[src/rtl/sbcp_pkg.sv]
`timescale 1ns / 1ps
// Package: shared types, register indexes and soft-clip coefficient tables.
package sbcp_pkg;

  localparam int FRAC_BITS      = 16;
  localparam int COEF_FRAC_BITS = 16;

  localparam logic [7:0] REG_BUS_VOLUME  = 8'd0;
  localparam logic [7:0] REG_SOFTCLIP    = 8'd1;
  localparam logic [7:0] REG_GAIN_COMP   = 8'd2;
  localparam logic [7:0] REG_MASTER_DAMP = 8'd3;

  localparam logic [18:0] BUS_VOLUME_RST  = 19'd65536;
  localparam logic [16:0] MASTER_DAMP_RST = 17'd65536;

  typedef struct packed {
    logic [18:0] bus_volume;
    logic [2:0]  softclip_mode;
    logic        gain_comp;
    logic [16:0] master_damp;
  } cfg_t;

  typedef struct packed {
    logic [31:0] sample_out;
    logic [31:0] pre_mag;
    logic [31:0] post_mag;
    logic        clipped;
  } lane_res_t;

  // alpha, rounded to COEF_FRAC_BITS
  function automatic logic [16:0] alpha_coef(input logic [1:0] k);
    logic [16:0] c;
    case (k)
      2'd0:    c = 17'd95027;
      2'd1:    c = 17'd70124;
      2'd2:    c = 17'd49152;
      default: c = 17'd34734;
    endcase
    return c;
  endfunction

  // 1 / alpha
  function automatic logic [16:0] alpha_inv_coef(input logic [1:0] k);
    logic [16:0] c;
    case (k)
      2'd0:    c = 17'd45197;
      2'd1:    c = 17'd61249;
      2'd2:    c = 17'd87381;
      default: c = 17'd123653;
    endcase
    return c;
  endfunction

  // 2 * alpha / 3, the saturated soft-clip level
  function automatic logic [16:0] alpha23_coef(input logic [1:0] k);
    logic [16:0] c;
    case (k)
      2'd0:    c = 17'd63351;
      2'd1:    c = 17'd46749;
      2'd2:    c = 17'd32768;
      default: c = 17'd23156;
    endcase
    return c;
  endfunction

  // loudness compensation gain
  function automatic logic [17:0] gain_coef(input logic [1:0] k);
    logic [17:0] c;
    case (k)
      2'd0:    c = 18'd77884;
      2'd1:    c = 18'd92453;
      2'd2:    c = 18'd131072;
      default: c = 18'd185479;
    endcase
    return c;
  endfunction

endpackage

[src/rtl/sbcp_if.sv]


interface sbcp_out_if;
  logic               valid;
  logic               ready;
  logic signed [31:0] left_out;
  logic signed [31:0] right_out;
  logic [15:0]        pre_peak_left;
  logic [15:0]        pre_peak_right;
  logic [15:0]        post_peak_left;
  logic [15:0]        post_peak_right;
  logic               clip_seen;
  logic               block_done;
  modport source (output valid, left_out, right_out, pre_peak_left, pre_peak_right,
                  post_peak_left, post_peak_right, clip_seen, block_done, input ready);
  modport sink   (input valid, left_out, right_out, pre_peak_left, pre_peak_right,
                  post_peak_left, post_peak_right, clip_seen, block_done, output ready);
endinterface


[src/rtl/sbcp_merge.sv]
`timescale 1ns / 1ps
// Merge stage: peak and clip tracking over both lanes, block report, output register.
module sbcp_merge (
  input  logic                clk,
  input  logic                rst_n,
  input  logic                start,
  input  logic                last_in,
  input  logic                done,
  input  sbcp_pkg::lane_res_t res_l,
  input  sbcp_pkg::lane_res_t res_r,
  output logic                hold,
  sbcp_out_if.source          out_ch
);
  import sbcp_pkg::*;

  logic [31:0] pre_l_r, pre_r_r, post_l_r, post_r_r;
  logic        clip_r, last_r, out_valid_r;
  logic [31:0] pre_l_nxt, pre_r_nxt, post_l_nxt, post_r_nxt;
  logic        clip_nxt;
  logic signed [31:0] left_r, right_r;
  logic [15:0] rp_pre_l_r, rp_pre_r_r, rp_post_l_r, rp_post_r_r;
  logic        rp_clip_r, rp_done_r;

  assign pre_l_nxt  = (res_l.pre_mag  > pre_l_r)  ? res_l.pre_mag  : pre_l_r;
  assign pre_r_nxt  = (res_r.pre_mag  > pre_r_r)  ? res_r.pre_mag  : pre_r_r;
  assign post_l_nxt = (res_l.post_mag > post_l_r) ? res_l.post_mag : post_l_r;
  assign post_r_nxt = (res_r.post_mag > post_r_r) ? res_r.post_mag : post_r_r;
  assign clip_nxt   = clip_r | res_l.clipped | res_r.clipped;

  assign hold = out_valid_r && !out_ch.ready;

  always_ff @(posedge clk) begin
    if (!rst_n) begin
      pre_l_r     <= '0;
      pre_r_r     <= '0;
      post_l_r    <= '0;
      post_r_r    <= '0;
      clip_r      <= 1'b0;
      out_valid_r <= 1'b0;
    end else begin
      if (done) begin
        out_valid_r <= 1'b1;
        if (last_r) begin
          pre_l_r  <= '0;
          pre_r_r  <= '0;
          post_l_r <= '0;
          post_r_r <= '0;
          clip_r   <= 1'b0;
        end else begin
          pre_l_r  <= pre_l_nxt;
          pre_r_r  <= pre_r_nxt;
          post_l_r <= post_l_nxt;
          post_r_r <= post_r_nxt;
          clip_r   <= clip_nxt;
        end
      end else if (out_ch.ready) begin
        out_valid_r <= 1'b0;
      end
    end
  end

  always_ff @(posedge clk) begin
    if (start) begin
      last_r <= last_in;
    end
    if (done) begin
      left_r      <= $signed(res_l.sample_out);
      right_r     <= $signed(res_r.sample_out);
      // peak magnitudes never exceed 2^31, so the integer part fits 16 bits
      rp_pre_l_r  <= last_r ? pre_l_nxt[31:FRAC_BITS]  : 16'd0;
      rp_pre_r_r  <= last_r ? pre_r_nxt[31:FRAC_BITS]  : 16'd0;
      rp_post_l_r <= last_r ? post_l_nxt[31:FRAC_BITS] : 16'd0;
      rp_post_r_r <= last_r ? post_r_nxt[31:FRAC_BITS] : 16'd0;
      rp_clip_r   <= last_r & clip_nxt;
      rp_done_r   <= last_r;
    end
  end

  assign out_ch.valid           = out_valid_r;
  assign out_ch.left_out        = left_r;
  assign out_ch.right_out       = right_r;
  assign out_ch.pre_peak_left   = rp_pre_l_r;
  assign out_ch.pre_peak_right  = rp_pre_r_r;
  assign out_ch.post_peak_left  = rp_post_l_r;
  assign out_ch.post_peak_right = rp_post_r_r;
  assign out_ch.clip_seen       = rp_clip_r;
  assign out_ch.block_done      = rp_done_r;

endmodule

[src/flat_wrapper.sv]
// flat-port wrapper written by rule: the top's interface ports become plain ports
module sbcp_merge_flat import sbcp_pkg::*;
  (clk, rst_n, start, last_in, done, res_l, res_r, hold, out_ch_valid, out_ch_left_out, out_ch_right_out, out_ch_pre_peak_left, out_ch_pre_peak_right, out_ch_post_peak_left, out_ch_post_peak_right, out_ch_clip_seen, out_ch_block_done, out_ch_ready);
  sbcp_out_if out_ch_i ();
  input  logic clk;
  input  logic rst_n;
  input  logic start;
  input  logic last_in;
  input  logic done;
  input  sbcp_pkg::lane_res_t res_l;
  input  sbcp_pkg::lane_res_t res_r;
  output logic hold;
  output wire logic [$bits(out_ch_i.valid)-1:0] out_ch_valid;
  output wire logic [$bits(out_ch_i.left_out)-1:0] out_ch_left_out;
  output wire logic [$bits(out_ch_i.right_out)-1:0] out_ch_right_out;
  output wire logic [$bits(out_ch_i.pre_peak_left)-1:0] out_ch_pre_peak_left;
  output wire logic [$bits(out_ch_i.pre_peak_right)-1:0] out_ch_pre_peak_right;
  output wire logic [$bits(out_ch_i.post_peak_left)-1:0] out_ch_post_peak_left;
  output wire logic [$bits(out_ch_i.post_peak_right)-1:0] out_ch_post_peak_right;
  output wire logic [$bits(out_ch_i.clip_seen)-1:0] out_ch_clip_seen;
  output wire logic [$bits(out_ch_i.block_done)-1:0] out_ch_block_done;
  input wire logic [$bits(out_ch_i.ready)-1:0] out_ch_ready;
  assign out_ch_valid = out_ch_i.valid;
  assign out_ch_left_out = out_ch_i.left_out;
  assign out_ch_right_out = out_ch_i.right_out;
  assign out_ch_pre_peak_left = out_ch_i.pre_peak_left;
  assign out_ch_pre_peak_right = out_ch_i.pre_peak_right;
  assign out_ch_post_peak_left = out_ch_i.post_peak_left;
  assign out_ch_post_peak_right = out_ch_i.post_peak_right;
  assign out_ch_clip_seen = out_ch_i.clip_seen;
  assign out_ch_block_done = out_ch_i.block_done;
  assign out_ch_i.ready = out_ch_ready;
  sbcp_merge u_core (.clk(clk), .rst_n(rst_n), .start(start), .last_in(last_in), .done(done), .res_l(res_l), .res_r(res_r), .hold(hold), .out_ch(out_ch_i));
endmodule
[config.mk]
export PLATFORM = sky130hd
export DESIGN_NAME = sbcp_merge_flat
export DESIGN_NICKNAME = d
export VERILOG_FILES = /design/src/rtl/sbcp_pkg.sv /design/src/rtl/sbcp_if.sv /design/src/rtl/sbcp_merge.sv /design/src/flat_wrapper.sv
export SDC_FILE = /design/constraint.sdc
export NUM_CORES = 1
export LEC_CHECK = 0
export BUFFER_PORTS_ARGS = -buffer_cell sky130_fd_sc_hd__buf_2
export CAP_MARGIN = 5
export CORE_UTILIZATION = 46
export CTS_CLUSTER_DIAMETER = 60
export DETAILED_ROUTE_END_ITERATION = 16
export GPL_TIMING_DRIVEN = 0
export HOLD_SLACK_MARGIN = 0.03
export PLACE_DENSITY = 0.74
export SETUP_SLACK_MARGIN = 0.1
export SLEW_MARGIN = 20
export SYNTH_ARGS = -nofsm -noshare
export SYNTH_HDL_FRONTEND = slang
export SYNTH_SLANG_ARGS = --single-unit
[constraint.sdc]
create_clock -name clk -period 2.6 [get_ports clk]
set_input_delay 0.13 -clock clk [delete_from_list [all_inputs] [get_ports clk]]
set_output_delay 0.13 -clock clk [all_outputs]
set_load 0.02 [all_outputs]
; ---- Yosys cells after proc, flatten, opt, wreduce, memory -nomap -nowiden
; Index checks and enable logic that the tools add are counted.
[classes]
n_lt_le_gt_ge = 4
muxes = 11
bitwise = 3
n_reduce_logical = 11
[op_table]
columns = op, count
row1 = two-way mux 32 bit, 8
row2 = greater-than comparator 32 bit, 4
row3 = nonzero test 2 bit, 5
row4 = AND reduction 2 bit, 4
row5 = two-way mux 1 bit, 3
row6 = OR 1 bit, 2
row7 = bitwise AND 1 bit, 1
row8 = logical AND 1 bit, 1
row9 = logical NOT 1 bit, 1
[totals]
register_bits = 261
inputBits = 200
out_inout_bits = 132
wordCells = 48

; ---- Logic depth before layout (Yosys ltp)
[logic_depth]
word_depth = 3
ltp_mapped = 11
mapped_depth_nobuf = 9

; ---- Least setup slack after synthesis
; No wires, ideal clock.
[synth_timing]
path_type = reg-to-reg
from = register u_core.pre_r_r[31]
to = register u_core.rp_pre_r_r[10] (netlist: u_core.out_ch.pre_peak_right[10]), data pin
setup_time_ns = 0.256
t_arrival_ns = 2.386
required_ns = 2.344
setup_slack_ns = -0.041
path_stages_with_launch = 11
path_buffers = 1
period_less_slack_ns = 2.641
path_cell_list = dfxtp_1 > inv_1 > ha_1 > nand4_1 > or4_1 > nor3_1 > a21oi_1 > nor2_4 > buf_6 > mux2i_1 > nor2b_1
[synth_between]
elab_chain_len = 2
[synth_lines]
columns = item, line
row1 = start: declaration, sbcp_merge.sv:16  ; logic [31:0] pre_l_r, pre_r_r, post_l_r, post_r_r;
row2 = start signal: assignment, sbcp_merge.sv:51  ; pre_r_r <= pre_r_nxt;
row3 = greater-than comparator 32 bit, sbcp_merge.sv:25  ; assign pre_r_nxt = (res_r.pre_mag > pre_r_r) ? res_r.pre_mag : pre_r_r;
row4 = two-way mux 32 bit, sbcp_merge.sv:25
row5 = end signal: assignment, sbcp_merge.sv:71  ; rp_pre_r_r <= last_r ? pre_r_nxt[31:FRAC_BITS] : 16'd0;
row6 = end: declaration, sbcp_merge.sv:21  ; logic [15:0] rp_pre_l_r, rp_pre_r_r, rp_post_l_r, rp_post_r_r;
; Every way passes these cells. The select of a mux whose other input is x is not followed.
; A chain may end at the register's enable or synchronous reset.

; ---- Final worst setup path
[layout_timing]
from = register u_core.pre_r_r[13]
to = register u_core.pre_r_r[13]
[layout_between]
elab_chain_len = 3
[layout_lines]
columns = item, line
row1 = greater-than comparator 32 bit, sbcp_merge.sv:25
row2 = nonzero test 2 bit (no source line), -
row3 = AND reduction 2 bit (no source line), -
; Every way passes these cells.

==> qor.yml <==
outcome:
  outcome: "finished, violations left"
  violations: "setup timing"
power:
  leakagePower_nw: 8.10
  finalPower_mw: 11.3
  ir_drop_mv: 0.746
  p_per_area_nw_per_um2: 581
critical_path:
  crit_arrival_ps: 3270
  critPathKind: "register to register"
  rr_startpoint: "u_core.pre_r_r[13]$_SDFFE_PN0P_"
  start_kind: "register"
  crit_path_cell_trace: "inv_1 -> ha_1 -> nand4_1 -> or4_4 -> a21o_1 -> a311oi_4 -> nor3_2 -> o21a_4 -> clkbuf_16 -> a22o_1"
  cpPeakStageDelay_ps: 480
  path_max_fanout: 8
  crit_required_ps: 3020
  crit_slowest_cell: "or4_4"
  critPathLaunch: "u_core.pre_r_r[13]$_SDFFE_PN0P_"
  cp-end-kind: "register"
clock_tree:
  clkTransAtPathRegs_ps: 60
  cts-buffers-inserted: 29
  cts_sinks: 261
  htreeDepth: 1
  cts_tree: "built"
  insertion_delay_ps: 560
  cts-root-buf: "clkbuf_16"
  clockBufferDepth: 3
timing:
  tightestPinTransition_ps: 722
  slew_viol_final: 0
  fin_crit_sh_pct: 109
  setup_viol: 120
  rsz0062_at_grt: "true"
  fin_ws_ps: -245
  skew_ps: 28.3
  hold_viol: 0
  slew_headroom_pct: 51.8
  holdWs_ps: 266
  fmax_ghz: 0.352
  finalCriticalPeriod_ps: 2840
floorplanning:
  die_h_um: 165
  die-area_um2: 27300
  io_pins: 332
  die_w_um: 165
  start_util_pct: 47.0
  core_area_um2: 26100
  row_count: 59
detailed_routing:
  wire_per_inst_um: 20.4
  finalWirelength_um: 43000
  viasPerCell: 5.66
  drtPass1Iterations: 8
  drt_first_iter_violations: 1119
  via_count: 11900
  ant_nets: 0
  drcViolationCount: 0
place:
  hpwl_um: 22600
  gp_congestion: 0.845
  pre_cts_ws_ps: -358
  numPortBuffers: 331
  dpl_cell_area_um2: 14400
yosys:
  ys_top_cells_by_count: "inv_1, edfxtp_1, dfxtp_1"
  synthFlopType: "edfxtp_1"
  async_flop_share_pct: 0
  syn_area_um2: 12200
  syn_area_per_cell_um2: 11.0
  synth_top_area_cell: "edfxtp_1"
  synth_edf_count: 131
  netlist_instances: 1110
  synth_nets: 1438
  ys_ff_latch: 261
  synth.area.top_cells: "edfxtp_1, dfxtp_1, ha_1, a22o_1, inv_1"
  yosysMostFrequentCell: "inv_1"
  synth_cell_types: 47
  ys_warn_count: 0
  synth_top_area_share_pct: 32.2
  synth_seq_area_share_pct: 53.4
final_layout:
  final_core_utilization_pct: 74.5
  design_area_um2: 19400
  fillers: 1511
  layout.nets: 2075
  drive_above_1_share_pct: 37.9
  syn_to_final_growth_pct: 58.8
  seqCellArea_um2: 6610
  multi_input_area_um2: 5890
  n_antenna_cell: 0
grt:
  grt_pass1_wl_um: 58600
  grt_max_degree: 89
  antenna_found_initial: 0
  track_usage_pct: 27.3
  grt_pass1_vias: 11500
  grt_overflow: 0
job:
  cap_violations: 0
hold_path:
  hold_path.class: "input port to register"
  min_from: "rst_n"
sequential cells by signal (all words and copies together) (netlist names):
register / cells
u_core.clip_r: 1
u_core.last_r: 1
u_core.out_ch.block_done: 1
u_core.out_ch.clip_seen: 1
u_core.out_ch.left_out: 32
u_core.out_ch.post_peak_left: 16
u_core.out_ch.post_peak_right: 16
u_core.out_ch.pre_peak_left: 16
u_core.out_ch.pre_peak_right: 16
u_core.out_ch.right_out: 32
u_core.out_ch.valid: 1
u_core.post_l_r: 32
u_core.post_r_r: 32
u_core.pre_l_r: 32
u_core.pre_r_r: 32
stage by stage:
| step | cells | setup TNS [ps] |
|---|---|---|
| 6_report | 2105 | -14990 |
| 3_5_place_dp | 1777 | -44060 |
| 2_1_floorplan | 1110 | 0 |
| 3_3_place_gp | 1776 | -253160 |
| 5_1_grt | 2105 | -22850 |
| 4_1_cts | 2070 | -4290 |
worst max-delay path, delay by kind of cell (launching register included):
| family | cells | cell delay, ps |
|---|---|---|
| adder cells (fa/ha/maj) | 1 | 320 |
| buffers and inverters | 2 | 240 |
| AND/OR/NAND/NOR | 3 | 720 |
| AO/OA/AOI/OAI | 4 | 1080 |
| flip-flops | 1 | 360 |
report_power, final:
group,internal (mW),leakage (nW),switching (mW)
logic,1.12,5.24,1.26
registers,4.61,2.39,0.126
clock network,2.39,0.463,1.79
total,8.11,8.10,3.17
layer usage:
metal / vias up / GRT usage (%) / routed length, um
li1: 5346 / - / -
met1: 5633 / 31.7 / 15700
met2: 760 / 49.0 / 21700
met3: 168 / 5.17 / 3730
met4: 0 / 11.3 / 1870
met5: - / 0 / 0
final cells by class:
type	instances	area share, %
multi-input cells	665	30.3
clock inverters	12	0.586
plain buffers	47	2.67
inverters	136	2.63
flip-flops and latches	261	34.0
well taps	335	2.16
clock buffers	42	4.36
repair buffers	607	23.3
path summary, 6_finish.rpt:
check / endpoint / slack (ps) / cells after the start
worst max-delay path: u_core.pre_r_r[13]$_SDFFE_PN0P_ / -240 / 10
worst min-delay path: u_core.pre_l_r[31]$_SDFFE_PN0P_ / 270 / 3
worst max register to register: u_core.pre_r_r[13]$_SDFFE_PN0P_ / -240 / 10
worst min register to register: u_core.pre_l_r[10]$_SDFFE_PN0P_ / 470 / 1
what timing repair did:
action,CTS,global route
setup buffers,32,25
cloned,7,11
hold buffers,200,0
pin swaps,43,97
hold endpoints to repair,302,0
gates resized for setup,192,190
setup endpoints to repair,191,193
kinds of logic after synthesis:
kind of cell	synth area share (%)
and+or+nand+nor	9.17
adders and majority gates	13.1
buffers and inverters	6.04
DFF	53.4
muxes	1.31
AOI/OAI and AO/OA	17.0
cells in the final DEF (no fill, tap or decap), types with 37 or more instances in the layout:
master | synthesis | final
ha_4 | 0 | 38
a22o_1 | 129 | 128
dlygate4sd3_1 | 0 | 200
buf_4 | 3 | 47
ha_1 | 128 | 90
edfxtp_1 | 131 | 131
clkbuf_16 | 0 | 39
o21ai_0 | 66 | 37
dfxtp_2 | 0 | 53
nand2_1 | 87 | 86
buf_2 | 6 | 331
a21oi_1 | 53 | 50
dfxtp_1 | 130 | 76
nand3_1 | 55 | 39
inv_1 | 136 | 119
Note: power is estimated with default switching activity, not from simulation.
